===== config.mk =====
export PLATFORM = sky130hd
export DESIGN_NAME = grid_maze_dfs_path_search_top
export DESIGN_NICKNAME = d
export VERILOG_FILES = /design/src/sv/gmd_pkg.sv /design/src/sv/grid_maze_dfs_path_search_top.sv /design/src/sv/gmd_ram.sv
export SDC_FILE = /design/constraint.sdc
export NUM_CORES = 2
export LEC_CHECK = 0
export ABC_AREA = 1
export BUFFER_PORTS_ARGS = -buffer_cell sky130_fd_sc_hd__buf_2
export CORE_ASPECT_RATIO = 0.6
export CORE_MARGIN = 4
export CORE_UTILIZATION = 40
export DETAILED_ROUTE_END_ITERATION = 7
export PLACE_DENSITY = 0.53
export SYNTH_ARGS = -nofsm -noshare
export SYNTH_HDL_FRONTEND = slang
export SYNTH_SLANG_ARGS = --single-unit

===== constraint.sdc =====
create_clock -name clk_i -period 19.2 [get_ports clk_i]
set_input_delay 3.84 -clock clk_i [delete_from_list [all_inputs] [get_ports clk_i]]
set_output_delay 3.84 -clock clk_i [all_outputs]
set_load 0.05 [all_outputs]

===== src/sv/gmd_pkg.sv =====
package gmd_pkg;

  // Default grid and stack sizes.
  localparam int GRID_ROWS_DEF   = 16;
  localparam int GRID_COLS_DEF   = 16;
  localparam int STACK_DEPTH_DEF = 256;

  // Fixed field widths.
  localparam int COORD_W    = 4;
  localparam int PATH_IDX_W = 8;
  localparam int PATH_LEN_W = 9;
  localparam int CELL_W     = 2;
  localparam int DIR_W      = 2;
  localparam int CFG_IDX_W  = 2;
  localparam int CFG_DATA_W = 4;

  // Configuration register indexes.
  localparam logic [CFG_IDX_W-1:0] CFG_START_ROW = 2'd0;
  localparam logic [CFG_IDX_W-1:0] CFG_START_COL = 2'd1;
  localparam logic [CFG_IDX_W-1:0] CFG_GOAL_ROW  = 2'd2;
  localparam logic [CFG_IDX_W-1:0] CFG_GOAL_COL  = 2'd3;

  // Configuration reset values.
  localparam logic [COORD_W-1:0] START_ROW_RST = 4'd1;
  localparam logic [COORD_W-1:0] START_COL_RST = 4'd1;
  localparam logic [COORD_W-1:0] GOAL_ROW_RST  = 4'd7;
  localparam logic [COORD_W-1:0] GOAL_COL_RST  = 4'd8;

  // Cell codes.
  localparam logic [CELL_W-1:0] CELL_WALL = 2'd0;
  localparam logic [CELL_W-1:0] CELL_OPEN = 2'd1;
  localparam logic [CELL_W-1:0] CELL_SEEN = 2'd2;

  typedef enum logic [1:0] {
    OP_WRITE     = 2'd0,
    OP_SEARCH    = 2'd1,
    OP_READ_PATH = 2'd2,
    OP_READ_CELL = 2'd3
  } op_e;

  // Direction tried last for a stack entry, in search order.
  typedef enum logic [DIR_W-1:0] {
    DIR_EAST  = 2'd0,
    DIR_SOUTH = 2'd1,
    DIR_WEST  = 2'd2,
    DIR_NORTH = 2'd3
  } dir_e;

  typedef enum logic [2:0] {
    ST_CLEAR,
    ST_IDLE,
    ST_OP,
    ST_CHECK,
    ST_CHECK_RD,
    ST_BACK,
    ST_POP
  } state_e;

  typedef struct packed {
    op_e                   opcode;
    logic [COORD_W-1:0]    cell_row;
    logic [COORD_W-1:0]    cell_col;
    logic                  cell_open;
    logic [PATH_IDX_W-1:0] path_index;
  } req_t;

  typedef struct packed {
    logic                  found;
    logic [PATH_LEN_W-1:0] path_length;
    logic [COORD_W-1:0]    entry_row;
    logic [COORD_W-1:0]    entry_col;
    logic [CELL_W-1:0]     cell_state;
  } rsp_t;

endpackage


===== src/sv/grid_maze_dfs_path_search_top.sv =====
// Channel    Handshake             Payload        Direction
// request    start / busy          req_i (req_t)  in
// result     result_valid_o        rsp_o (rsp_t)  out
// config     cfg_we_i              cfg_idx_i,     in
//                                  cfg_data_i
//
// A request is taken at a rising edge with start high and busy low. Cell writes, cell reads
// and path reads pass through the ST_OP state and then the registered result strobe, with
// busy high until then; the next request may be taken in the cycle the result is shown.
// A search probes each neighbor in ST_CHECK (address) and then in ST_CHECK_RD (cell read;
// the push happens in the read state); a probe outside the grid goes from ST_CHECK straight
// to ST_BACK. A backtrack passes ST_BACK, then stays in ST_POP for each exhausted stack
// entry it drops; the single read port of the cell and of the stack memory sets this order.
// After reset the cell memory, 2**(row bits + column bits) cells (256 at the default size),
// is cleared one cell a cycle with busy high; configuration writes are taken meanwhile.
// The receiver cannot stall: each result is shown for exactly one cycle.
module grid_maze_dfs_path_search_top #(
  parameter int GRID_ROWS   = gmd_pkg::GRID_ROWS_DEF,
  parameter int GRID_COLS   = gmd_pkg::GRID_COLS_DEF,
  parameter int STACK_DEPTH = gmd_pkg::STACK_DEPTH_DEF
) (
  input  logic                           clk_i,
  input  logic                           rst_ni,
  input  logic                           start,
  input  gmd_pkg::req_t                  req_i,
  output logic                           busy,
  output logic                           result_valid_o,
  output gmd_pkg::rsp_t                  rsp_o,
  input  logic                           cfg_we_i,
  input  logic [gmd_pkg::CFG_IDX_W-1:0]  cfg_idx_i,
  input  logic [gmd_pkg::CFG_DATA_W-1:0] cfg_data_i
);

  import gmd_pkg::*;

  // Address bits of a row and a column; a cell's address is {row, column}.
  localparam int RW  = $clog2(GRID_ROWS);
  localparam int CW  = $clog2(GRID_COLS);
  localparam int AW  = RW + CW;
  // Search coordinates carry one extra bit so that a step off either edge of the grid
  // lands on a value at or above the grid size.
  localparam int XR  = ((RW > COORD_W) ? RW : COORD_W) + 1;
  localparam int XC  = ((CW > COORD_W) ? CW : COORD_W) + 1;
  // Stack address, stack pointer and entry widths.
  localparam int SAW = $clog2(STACK_DEPTH);
  localparam int SPW = $clog2(STACK_DEPTH + 1);
  localparam int EW  = RW + CW + DIR_W;
  localparam int IW  = (SPW > PATH_IDX_W) ? SPW : PATH_IDX_W;

  state_e state_q, state_d;

  logic [AW-1:0]      clr_q, clr_d;
  logic [SPW-1:0]     sp_q, sp_d;
  logic               found_q, found_d;
  logic               rvalid_q, rvalid_d;
  logic [COORD_W-1:0] start_row_q, start_col_q, goal_row_q, goal_col_q;

  logic [XR-1:0] cur_r_q, cur_r_d;
  logic [XC-1:0] cur_c_q, cur_c_d;
  op_e           op_q, op_d;
  logic          hit_q, hit_d;
  rsp_t          rsp_q, rsp_d;

  // Memory ports.
  logic              cell_we, cell_re;
  logic [AW-1:0]     cell_waddr, cell_raddr;
  logic [CELL_W-1:0] cell_wdata, cell_rdata;
  logic              stk_we, stk_re;
  logic [SAW-1:0]    stk_waddr, stk_raddr;
  logic [EW-1:0]     stk_wdata, stk_rdata;

  // Decoded conditions shared by the next-state and datapath logic.
  logic [XR-1:0]    req_r;
  logic [XC-1:0]    req_c;
  logic             req_in_grid;
  logic [AW-1:0]    req_addr, cur_addr;
  logic             cur_in_grid, can_probe, cell_is_open, at_goal, sp_zero, pop_north;
  logic [SPW-1:0]   sp_dec;
  logic [RW-1:0]    pop_row;
  logic [CW-1:0]    pop_col;
  logic [DIR_W-1:0] pop_dir, next_dir;
  logic             finish;

  assign req_r       = XR'(req_i.cell_row);
  assign req_c       = XC'(req_i.cell_col);
  assign req_in_grid = (req_r < XR'(GRID_ROWS)) && (req_c < XC'(GRID_COLS));
  assign req_addr    = {req_r[RW-1:0], req_c[CW-1:0]};

  assign cur_addr     = {cur_r_q[RW-1:0], cur_c_q[CW-1:0]};
  assign cur_in_grid  = (cur_r_q < XR'(GRID_ROWS)) && (cur_c_q < XC'(GRID_COLS));
  // A full stack makes the probed cell behave like a wall.
  assign can_probe    = cur_in_grid && (sp_q < SPW'(STACK_DEPTH));
  assign cell_is_open = (cell_rdata == CELL_OPEN);
  assign at_goal      = (cur_r_q == XR'(goal_row_q)) && (cur_c_q == XC'(goal_col_q));
  assign sp_zero      = (sp_q == '0);
  assign sp_dec       = sp_q - SPW'(1);

  assign pop_row   = stk_rdata[EW-1 -: RW];
  assign pop_col   = stk_rdata[CW+DIR_W-1 -: CW];
  assign pop_dir   = stk_rdata[DIR_W-1:0];
  assign pop_north = (pop_dir == DIR_NORTH);
  assign next_dir  = pop_dir + DIR_W'(1);

  // Next state.
  always_comb begin
    state_d = state_q;
    unique case (state_q)
      ST_CLEAR: begin
        if (clr_q == '1) begin
          state_d = ST_IDLE;
        end
      end
      ST_IDLE: begin
        if (start) begin
          state_d = (req_i.opcode == OP_SEARCH) ? ST_CHECK : ST_OP;
        end
      end
      ST_OP: begin
        state_d = ST_IDLE;
      end
      ST_CHECK: begin
        state_d = can_probe ? ST_CHECK_RD : ST_BACK;
      end
      ST_CHECK_RD: begin
        if (cell_is_open) begin
          state_d = at_goal ? ST_IDLE : ST_CHECK;
        end else begin
          state_d = ST_BACK;
        end
      end
      ST_BACK: begin
        state_d = sp_zero ? ST_IDLE : ST_POP;
      end
      ST_POP: begin
        if (pop_north) begin
          state_d = sp_zero ? ST_IDLE : ST_POP;
        end else begin
          state_d = ST_CHECK;
        end
      end
      default: begin
        state_d = ST_IDLE;
      end
    endcase
  end

  // Memory controls and register updates.
  always_comb begin
    cell_we    = 1'b0;
    cell_waddr = cur_addr;
    cell_wdata = CELL_WALL;
    cell_re    = 1'b0;
    cell_raddr = cur_addr;
    stk_we     = 1'b0;
    stk_waddr  = SAW'(sp_q);
    stk_wdata  = '0;
    stk_re     = 1'b0;
    stk_raddr  = SAW'(sp_dec);
    clr_d      = clr_q;
    sp_d       = sp_q;
    found_d    = found_q;
    cur_r_d    = cur_r_q;
    cur_c_d    = cur_c_q;
    op_d       = op_q;
    hit_d      = hit_q;
    rsp_d      = rsp_q;
    rvalid_d   = 1'b0;
    finish     = 1'b0;

    unique case (state_q)
      ST_CLEAR: begin
        cell_we    = 1'b1;
        cell_waddr = clr_q;
        clr_d      = clr_q + AW'(1);
      end
      ST_IDLE: begin
        if (start) begin
          op_d = req_i.opcode;
          unique case (req_i.opcode)
            OP_WRITE: begin
              cell_we    = req_in_grid;
              cell_waddr = req_addr;
              cell_wdata = req_i.cell_open ? CELL_OPEN : CELL_WALL;
            end
            OP_SEARCH: begin
              sp_d    = '0;
              found_d = 1'b0;
              cur_r_d = XR'(start_row_q);
              cur_c_d = XC'(start_col_q);
            end
            OP_READ_PATH: begin
              stk_re    = 1'b1;
              stk_raddr = SAW'(req_i.path_index);
              hit_d     = IW'(req_i.path_index) < IW'(sp_q);
            end
            OP_READ_CELL: begin
              cell_re    = 1'b1;
              cell_raddr = req_addr;
              hit_d      = req_in_grid;
            end
          endcase
        end
      end
      ST_OP: begin
        rvalid_d          = 1'b1;
        rsp_d.found       = found_q;
        rsp_d.path_length = PATH_LEN_W'(sp_q);
        rsp_d.entry_row   = '0;
        rsp_d.entry_col   = '0;
        rsp_d.cell_state  = CELL_WALL;
        if (op_q == OP_READ_PATH && hit_q) begin
          rsp_d.entry_row = COORD_W'(pop_row);
          rsp_d.entry_col = COORD_W'(pop_col);
        end
        if (op_q == OP_READ_CELL && hit_q) begin
          rsp_d.cell_state = cell_rdata;
        end
      end
      ST_CHECK: begin
        cell_re = can_probe;
      end
      ST_CHECK_RD: begin
        if (cell_is_open) begin
          cell_we    = 1'b1;
          cell_wdata = CELL_SEEN;
          stk_we     = 1'b1;
          stk_wdata  = {cur_r_q[RW-1:0], cur_c_q[CW-1:0], DIR_EAST};
          sp_d       = sp_q + SPW'(1);
          if (at_goal) begin
            found_d = 1'b1;
            finish  = 1'b1;
          end else begin
            cur_c_d = cur_c_q + XC'(1);
          end
        end
      end
      ST_BACK: begin
        if (sp_zero) begin
          finish = 1'b1;
        end else begin
          stk_re = 1'b1;
          sp_d   = sp_dec;
        end
      end
      ST_POP: begin
        if (pop_north) begin
          // Every direction of this entry is spent: drop it and look one further down.
          if (sp_zero) begin
            finish = 1'b1;
          end else begin
            stk_re = 1'b1;
            sp_d   = sp_dec;
          end
        end else begin
          stk_we    = 1'b1;
          stk_wdata = {pop_row, pop_col, next_dir};
          sp_d      = sp_q + SPW'(1);
          cur_r_d   = XR'(pop_row);
          cur_c_d   = XC'(pop_col);
          unique case (dir_e'(next_dir))
            DIR_EAST:  cur_c_d = XC'(pop_col) + XC'(1);
            DIR_SOUTH: cur_r_d = XR'(pop_row) + XR'(1);
            DIR_WEST:  cur_c_d = XC'(pop_col) - XC'(1);
            DIR_NORTH: cur_r_d = XR'(pop_row) - XR'(1);
          endcase
        end
      end
      default: begin
        clr_d = '0;
      end
    endcase

    if (finish) begin
      rvalid_d          = 1'b1;
      rsp_d.found       = found_d;
      rsp_d.path_length = PATH_LEN_W'(sp_d);
      rsp_d.entry_row   = '0;
      rsp_d.entry_col   = '0;
      rsp_d.cell_state  = CELL_WALL;
    end
  end

  always_ff @(posedge clk_i or negedge rst_ni) begin
    if (!rst_ni) begin
      state_q  <= ST_CLEAR;
      clr_q    <= '0;
      sp_q     <= '0;
      found_q  <= 1'b0;
      rvalid_q <= 1'b0;
    end else begin
      state_q  <= state_d;
      clr_q    <= clr_d;
      sp_q     <= sp_d;
      found_q  <= found_d;
      rvalid_q <= rvalid_d;
    end
  end

  always_ff @(posedge clk_i or negedge rst_ni) begin
    if (!rst_ni) begin
      start_row_q <= START_ROW_RST;
      start_col_q <= START_COL_RST;
      goal_row_q  <= GOAL_ROW_RST;
      goal_col_q  <= GOAL_COL_RST;
    end else if (cfg_we_i) begin
      unique case (cfg_idx_i)
        CFG_START_ROW: start_row_q <= cfg_data_i;
        CFG_START_COL: start_col_q <= cfg_data_i;
        CFG_GOAL_ROW:  goal_row_q  <= cfg_data_i;
        CFG_GOAL_COL:  goal_col_q  <= cfg_data_i;
      endcase
    end
  end

  // Payload registers need no reset.
  always_ff @(posedge clk_i) begin
    cur_r_q <= cur_r_d;
    cur_c_q <= cur_c_d;
    op_q    <= op_d;
    hit_q   <= hit_d;
    rsp_q   <= rsp_d;
  end

  // Cell states: wall, open or visited.
  gmd_ram #(
    .DATA_W (CELL_W),
    .ADDR_W (AW)
  ) u_cell_ram (
    .clk_i   (clk_i),
    .we_i    (cell_we),
    .waddr_i (cell_waddr),
    .wdata_i (cell_wdata),
    .re_i    (cell_re),
    .raddr_i (cell_raddr),
    .rdata_o (cell_rdata)
  );

  // Backtracking stack: row, column and the direction tried last.
  gmd_ram #(
    .DATA_W (EW),
    .ADDR_W (SAW)
  ) u_stack_ram (
    .clk_i   (clk_i),
    .we_i    (stk_we),
    .waddr_i (stk_waddr),
    .wdata_i (stk_wdata),
    .re_i    (stk_re),
    .raddr_i (stk_raddr),
    .rdata_o (stk_rdata)
  );

  assign busy           = (state_q != ST_IDLE);
  assign result_valid_o = rvalid_q;
  assign rsp_o          = rsp_q;

endmodule


===== src/sv/gmd_ram.sv =====
module gmd_ram #(
  parameter int DATA_W = 2,
  parameter int ADDR_W = 8
) (
  input  logic              clk_i,
  input  logic              we_i,
  input  logic [ADDR_W-1:0] waddr_i,
  input  logic [DATA_W-1:0] wdata_i,
  input  logic              re_i,
  input  logic [ADDR_W-1:0] raddr_i,
  output logic [DATA_W-1:0] rdata_o
);

  logic [DATA_W-1:0] mem [2**ADDR_W];

  always_ff @(posedge clk_i) begin
    if (we_i) begin
      mem[waddr_i] <= wdata_i;
    end
  end

  // Registered read; the output holds its value while re_i is low.
  always_ff @(posedge clk_i) begin
    if (re_i) begin
      rdata_o <= mem[raddr_i];
    end
  end

endmodule


# Word level (Yosys, flattened, before mapping)
# Memories as Yosys holds them, arrays and structs flattened. A register that Yosys moved wholly into a read port is not among the register bits.
# Index checks and enable logic that the tools add are counted.
[classes]
n_eq_ne = 29
n_mul = 0
addsub = 9
shifts = 0
n_mux = 80
div_mod_pow = 0
bitwise = 0
n_reduce_logical = 25
n_lt_le_gt_ge = 6
[op_table]
columns = ["operator", "count"]
rows = [
  ["two-way mux 8 bit", 9],
  ["two-way mux 9 bit", 5],
  ["two-way mux 20 bit", 2],
  ["two-way mux 5 bit", 8],
  ["one-hot mux 9 bit (4 select lines)", 1],
  ["one-hot mux 8 bit (2 select lines)", 2],
  ["one-hot mux 5 bit (2 select lines)", 3],
  ["two-way mux 1 bit", 29],
  ["two-way mux 10 bit", 2],
  ["one-hot mux 10 bit (2 select lines)", 1],
  ["== test 2 bit, second input constant", 9],
  ["one-hot mux 3 bit (6 select lines)", 1],
  ["two-way mux 3 bit", 5],
  ["one-hot mux 5 bit (3 select lines)", 1],
  ["!= test 2 bit, second input constant", 6],
  ["AND reduction 2 bit", 6],
  ["adder 4 x 1 -> 5 bit, second input constant", 2],
  ["== test 5 x 4 -> 1 bit", 2],
  ["less-than comparator 4 x 5 -> 1 bit, second input constant", 2],
  ["less-than comparator 5 bit, second input constant", 2],
  ["subtractor 4 x 1 -> 5 bit, second input constant", 2],
  ["adder 9 x 1 -> 9 bit, second input constant", 1],
  ["== test 3 bit, second input constant", 3],
  ["logical NOT 9 bit", 1],
  ["other kinds (24)", 44],
]
[totals]
word_cells = 169
mem_count = 2
mem_bits_rw = 3072
rom_bits = 0
ff_bits = 71
latchBits = 0
[memory_table]
columns = ["memory", "depth", "word_bits", "rd", "rd_clocked_by_memory_dff", "write_ports", "line", "text"]
rows = [
  ["u_stack_ram.mem", 256, 10, 1, 1, 1, "gmd_ram.sv:14", "logic [DATA_W-1:0] mem [2**ADDR_W];"],
  ["u_cell_ram.mem", 256, 2, 1, 1, 1, "gmd_ram.sv:14", ""],
]

# Longest topological paths before layout
[depth]
depth_word = 7
mapped_depth = 19

# By module
# From an unflattened synthesis, not the netlist that was laid out.
[unflattened]
cells_unflattened = 11402
area_unflattened_um2 = 130933.1
[modules_own_cells]
columns = ["module", "cells_per_inst", "instances", "area_per_inst_um2", "seq_area_each_um2"]
rows = [
  ["gmd_ram at u_stack_ram", 8656, 1, 103818.3, 77174.0],
  ["gmd_ram at u_cell_ram", 2055, 1, 22146.2, 15434.8],
  ["grid_maze_dfs_path_search_top", 691, 1, 4968.5, 1849.3],
]

# Least setup slack after synthesis
# No wires, ideal clock.
[synth_path]
path_type = "register to register"
startpoint = "reg state_q[0]"
endpoint = "mem u_stack_ram.mem[0][5] (netlist name) (data pin)"
arrival_time_ns = 12.514
path_stages_with_launch = 7
slack_ns = 5.099
setup_time_ns = 1.586
required_ns = 17.614
synth_period_minus_slack_ns = 14.101
n_path_buf = 1
cell_sequence = "dfrtp_1 > buf_4 > nor3_2 > inv_1 > nor2_2 > inv_1 > o22ai_1"
[synth_via]
elab_chain_cells = 2
elab_cells_between_ends = 3
cone_classes = "eq/ne (2); mux (1)"
[synth_lines]
columns = ["element", "line", "text"]
rows = [
  ["start: declaration", "grid_maze_dfs_path_search_top.sv:50", "state_e state_q, state_d;"],
  ["start signal: assignment", "grid_maze_dfs_path_search_top.sv:291", "state_q <= state_d;"],
  ["== test 3 bit", "grid_maze_dfs_path_search_top.sv:170", "unique case (state_q)"],
  ["one-hot mux 10 bit (2 select lines) *", "grid_maze_dfs_path_search_top.sv:170", ""],
  ["named net stk_wdata[5]", "grid_maze_dfs_path_search_top.sv:70", "logic [EW-1:0] stk_wdata, stk_rdata;"],
  ["end: declaration", "gmd_ram.sv:14", ""],
]
# The timed path passes the listed nets; every way through them passes the cells marked *.

# Final worst setup path
[layout_path]
startpoint = "in req_i[17] (netlist name)"
endpoint = "reg u_stack_ram.rdata_o[5], read port of u_stack_ram.mem (data pin)"
[layout_via]
elab_chain_cells = 4
elab_cells_between_ends = 7
cone_classes = "eq/ne (1); mux (6)"
[layout_lines]
columns = ["element", "line", "text"]
rows = [
  ["start: declaration", "grid_maze_dfs_path_search_top.sv:25", "input gmd_pkg::req_t req_i,"],
  ["== test 2 bit *", "grid_maze_dfs_path_search_top.sv:179", "unique case (req_i.opcode)"],
  ["two-way mux 1 bit / two-way mux 8 bit (equally long branches)", "grid_maze_dfs_path_search_top.sv:179", ""],
  ["two-way mux 1 bit / two-way mux 8 bit (equally long branches)", "grid_maze_dfs_path_search_top.sv:177", "if (start) begin"],
  ["one-hot mux 1 bit (3 select lines) / two-way mux 8 bit (equally long branches)", "grid_maze_dfs_path_search_top.sv:170", ""],
  ["end: declaration", "gmd_ram.sv:11", "output logic [DATA_W-1:0] rdata_o"],
]
# Mark *: on every way between the ends. The rest lies on a longest branch, timed or not.
# A chain may end at the register's enable or synchronous reset.

==> metrics.md <==
| Metric | Value |
|---|---|
| Main combinational cell family by area after synthesis | simple AND/OR/NAND/NOR gates |
| Commonest non-fill, non-tap cell in the layout | nand2_1 |
| Vias in the first global route | 86600 |
| Initial Util | 0.402 |
| Hold_buf cts | 0 |
| Tmin final | 9.31 ns |
| Reg-to-reg critical path startpoint | state_q[1]$_DFFE_PN0P_ |
| Worst path max stage delay | 0.73 ns |
| Synth Area in Simple Gates | 0.215 |
| Internal cell power | 10900 uW |
| Share of cells above drive strength 1 | 0.0569 |
| Main synth FF type | edfxtp_1 |
| Die width | 769 um |
| Crit path DAT | 9.95 ns |
| Worst VDD drop | 65.6 uV |
| # Post-CTS Setup Buffers | 0 |
| Clk slew on worst S/H paths | 0.07 ns |
| Hold Vio Cnt, Final | 0 |
| Min-delay src | start_col_q[3]$_DFFE_PN0P_ |
| Initial antenna violation count | 35 |
| Gp weighted congestion | 0.909 |
| DR vias | 96000 |
| Synth top area share | 0.670 |
| Reg power frac | 0.548 |
| Register bit total from synthesis | 3155 |
| Fmax | 107 MHz |
| CP Launch Type | primary input |
| Placed cells | 17800 |
| Area after DPL | 144000 um^2 |
| Drt drc | 0 |
| Crit. End Element | flip-flop |
| Kind of critical path | in2reg |
| First DRT Iteration DRCs | 13200 |
| Worst-Skew Late Latency | 0.91 ns |
| Syn_nets | 13700 |
| Rows | 167 |
| WL per Instance | 24.1 um |
| Commonest cells after routing, fill and taps aside | nand2_1 (3699), edfxtp_1 (3107), nand3_1 (2670), inv_1 (2306), nor2_1 (568) |
| Status | finished, final reports clean |
| Tot GR Track Use | 0.242 |
| First-pass GRT wire length | 640000 um |
| Multiplexer share of the synthesized area | 0 |
| Synthesized cell area | 139000 um^2 |
| Synth Area in Compound Gates | 0.0144 |
| Largest net degree at the start of global routing | 192 |
| Post-route ant nets | 0 |
| Register-to-register setup slack | 12.47 ns |
| Grt ovf | 0 |
| Final instance area | 154000 um^2 |
| CTS tree | done |
| Worst r2r path cells | 17 |
| Setup TNS | 0 ns |
| Hold Crit Class | reg2reg |
| H-Tree Depth | 5 |
| Final Skew | 0.0491 ns |
| Synth-to-layout area growth | 10.5% |
| Static leakage | 0.0644 uW |
| Max FO, Critical Path | 120 |
| Bufs on Longest Clock Path | 4 |
| Worst path slowest cell | nand3_1 |
| CP most frequent cell | nand3_1 |
| Sequential share of the synthesized area | 0.679 |
| CTS resizes | 0 |
| Nets | 13500 |
| Number of buffers created by CTS | 307 |
| Final setup violation count | 0 |
| Sw Ratio | 0.199 |
| WL final | 443000 um |
| Power density cells | 88.5 nW/um^2 |
| Die Area | 358000 um^2 |
| Unique cell type count in the Yosys netlist | 52 |
| RSZ-0062 raised after global routing | no |
| Reg2reg end | u_stack_ram.rdata_o[5]$_DFFE_PP_ |
| PortBufs | 50 |
| Final worst path period share | 0.485 |
| Die Y-Extent | 465 um |
| Switching power | 2710 uW |
| Average size of a mapped cell | 10.2 um^2 |
| Cells after Synth | 13600 |
| Final Slew Violations | 0 |
| Final Non-Filler Cells | 18400 |
| Detailed-router iteration count before antenna repair | 8 |
| CP Cell Sequence | buf_2, inv_1, nand3_2, nor2_8, nand2_4, nand2_8, buf_4, buf_4, buf_4, nand2_1, nand3_1, nand3_1, nand3_1, nand3_1, nand3_1, nand3_1, nand3_1, nand2_1 |
| Slew at the pin closest to its max-slew limit | 1.30 ns |
| Comb pwr share | 0.002 |
| Max_cap viols | 0 |
| Relative slew slack | 0.127 |
| Synth Area in XOR/XNOR | 0.00120 |
| CTS root buf | clkbuf_16 |
| Area leader, netlist | edfxtp_1 |
| Clk pwr share | 0.451 |
| Hold Path Cell Cnt | 2 |
| Vias per inst | 5.23 |
| Final Core Density | 0.445 |
| I/O pins | 51 |
| Core Area | 346000 um^2 |
| WP data required | 19.84 ns |
| Hpwl dp | 259000 um |
| Total clock sinks | 3155 |
| Adder-Cell Fraction of Synth Area | 0.00254 |
| Yosys warns | 0 |
| Largest cells by area after synthesis | edfxtp_1 (67%), nand2_1 (10%), nand3_1 (9.6%) |
| Worst Hold End | start_col_q[3]$_DFFE_PN0P_ |
| Synth async-reset ratio | 0.0120 |
| Post-synth EDFFs | 3107 |
-- critical path, delay by kind of cell --
family	cells	cell delay [ns]
simple gates	13	3.58
buf+inv	5	2.30
-- cell usage after synthesis, types with 2 or more instances --
library cell,instances
ha_1,25
clkbuf_1,178
xor2_1,14
buf_4,47
fa_1,2
inv_2,7
o221ai_1,2
edfxtp_1,3107
buf_2,503
o21a_1,2
xnor2_1,5
inv_1,2306
o22ai_1,23
buf_6,2
dfrtp_1,32
nor3_1,13
nand2_1,3720
nand4_1,6
nand3_1,2683
dfstp_2,6
a211oi_1,2
a21oi_1,30
nand2_2,4
a221oi_1,2
or2_2,7
dfxtp_1,10
clkinv_1,4
nor2_2,3
o21ai_1,4
nor2_1,577
o21ai_2,4
o21ai_0,192
nand2_4,3
buf_1,16
o211ai_1,74
-- sequential cells by signal, indices dropped and copies added (netlist names), 2 cells and up --
signal               flops
clr_q                    8
goal_col_q               4
u_stack_ram.rdata_o     10
goal_row_q               4
u_cell_ram.mem         512
start_row_q              4
sp_q                     9
rsp_o                   20
start_col_q              4
u_stack_ram.mem       2560
cur_c_q                  5
u_cell_ram.rdata_o       2
state_q                  3
cur_r_q                  5
op_q                     2
-- logic make-up (layout without fill, tap and decap cells) --
family          after synthesis  after routing
buf+inv                    3063           3132
compound gates              344            344
fa+ha+maj                    27             27
xor+xnor                     19             19
simple gates               7024           7024
other cells                   0             10
flops                      3155           3155
-- power groups by stage --
| stage | Combinational, uW | Clock [uW] | Sequential, uW |
|---|---|---|---|
| after floorplan | 11.1 | 0 | 7600 |
| after global placement | 22.2 | 0 | 7600 |
| after detailed placement | 22.5 | 0 | 7600 |
| after CTS | 22.6 | 6230 | 7450 |
| after global routing | 25.6 | 6530 | 7450 |
| final | 22.5 | 6130 | 7450 |
-- per-layer routing --
layer	routed length (um)	global-route usage
met1	212000	0.395
met2	169000	0.310
met3	53100	0.0705
met4	9200	0.0497
met5	41	0
-- metrics by stage --
stage | worst slack (ns) | total power [uW] | hold WS, ns
2_1_floorplan | 5.10 | 7610 | 0.453
3_3_place_gp | 9.22 | 7630 | 0.468
3_5_place_dp | 9.29 | 7630 | 0.471
4_1_cts | 10.27 | 13700 | 0.489
5_1_grt | 9.77 | 14000 | 0.516
6_report | 9.89 | 13600 | 0.489
-- worst max-delay path by stage --
stage,from,end,slack [ns],cells after the start
after detailed placement,req_i[17],u_stack_ram.rdata_o[4]$_DFFE_PP_,9.29,18
final,req_i[17],u_stack_ram.rdata_o[5]$_DFFE_PP_,9.89,18
after CTS,req_i[17],u_stack_ram.rdata_o[4]$_DFFE_PP_,10.27,18
after floorplan,state_q[0]$_DFFE_PN0P_,u_stack_ram.mem[0][5]$_DFFE_PP_,5.10,6
after global routing,req_i[17],u_stack_ram.rdata_o[5]$_DFFE_PP_,9.77,18
after global placement,req_i[17],u_stack_ram.rdata_o[4]$_DFFE_PP_,9.22,18
-- area by class of cell --
type | instances | area (um^2)
diodes | 10 | 25.0
clock buffers | 381 | 8200
clock inverters | 161 | 1540
fillers | 32500 | 192000
inverters | 2317 | 8710
multi-input cells | 7414 | 32900
flip-flops and latches | 3155 | 94500
well taps | 4647 | 5810
repair buffers | 273 | 2180
No activity file was read; power rests on OpenSTA's default activity.
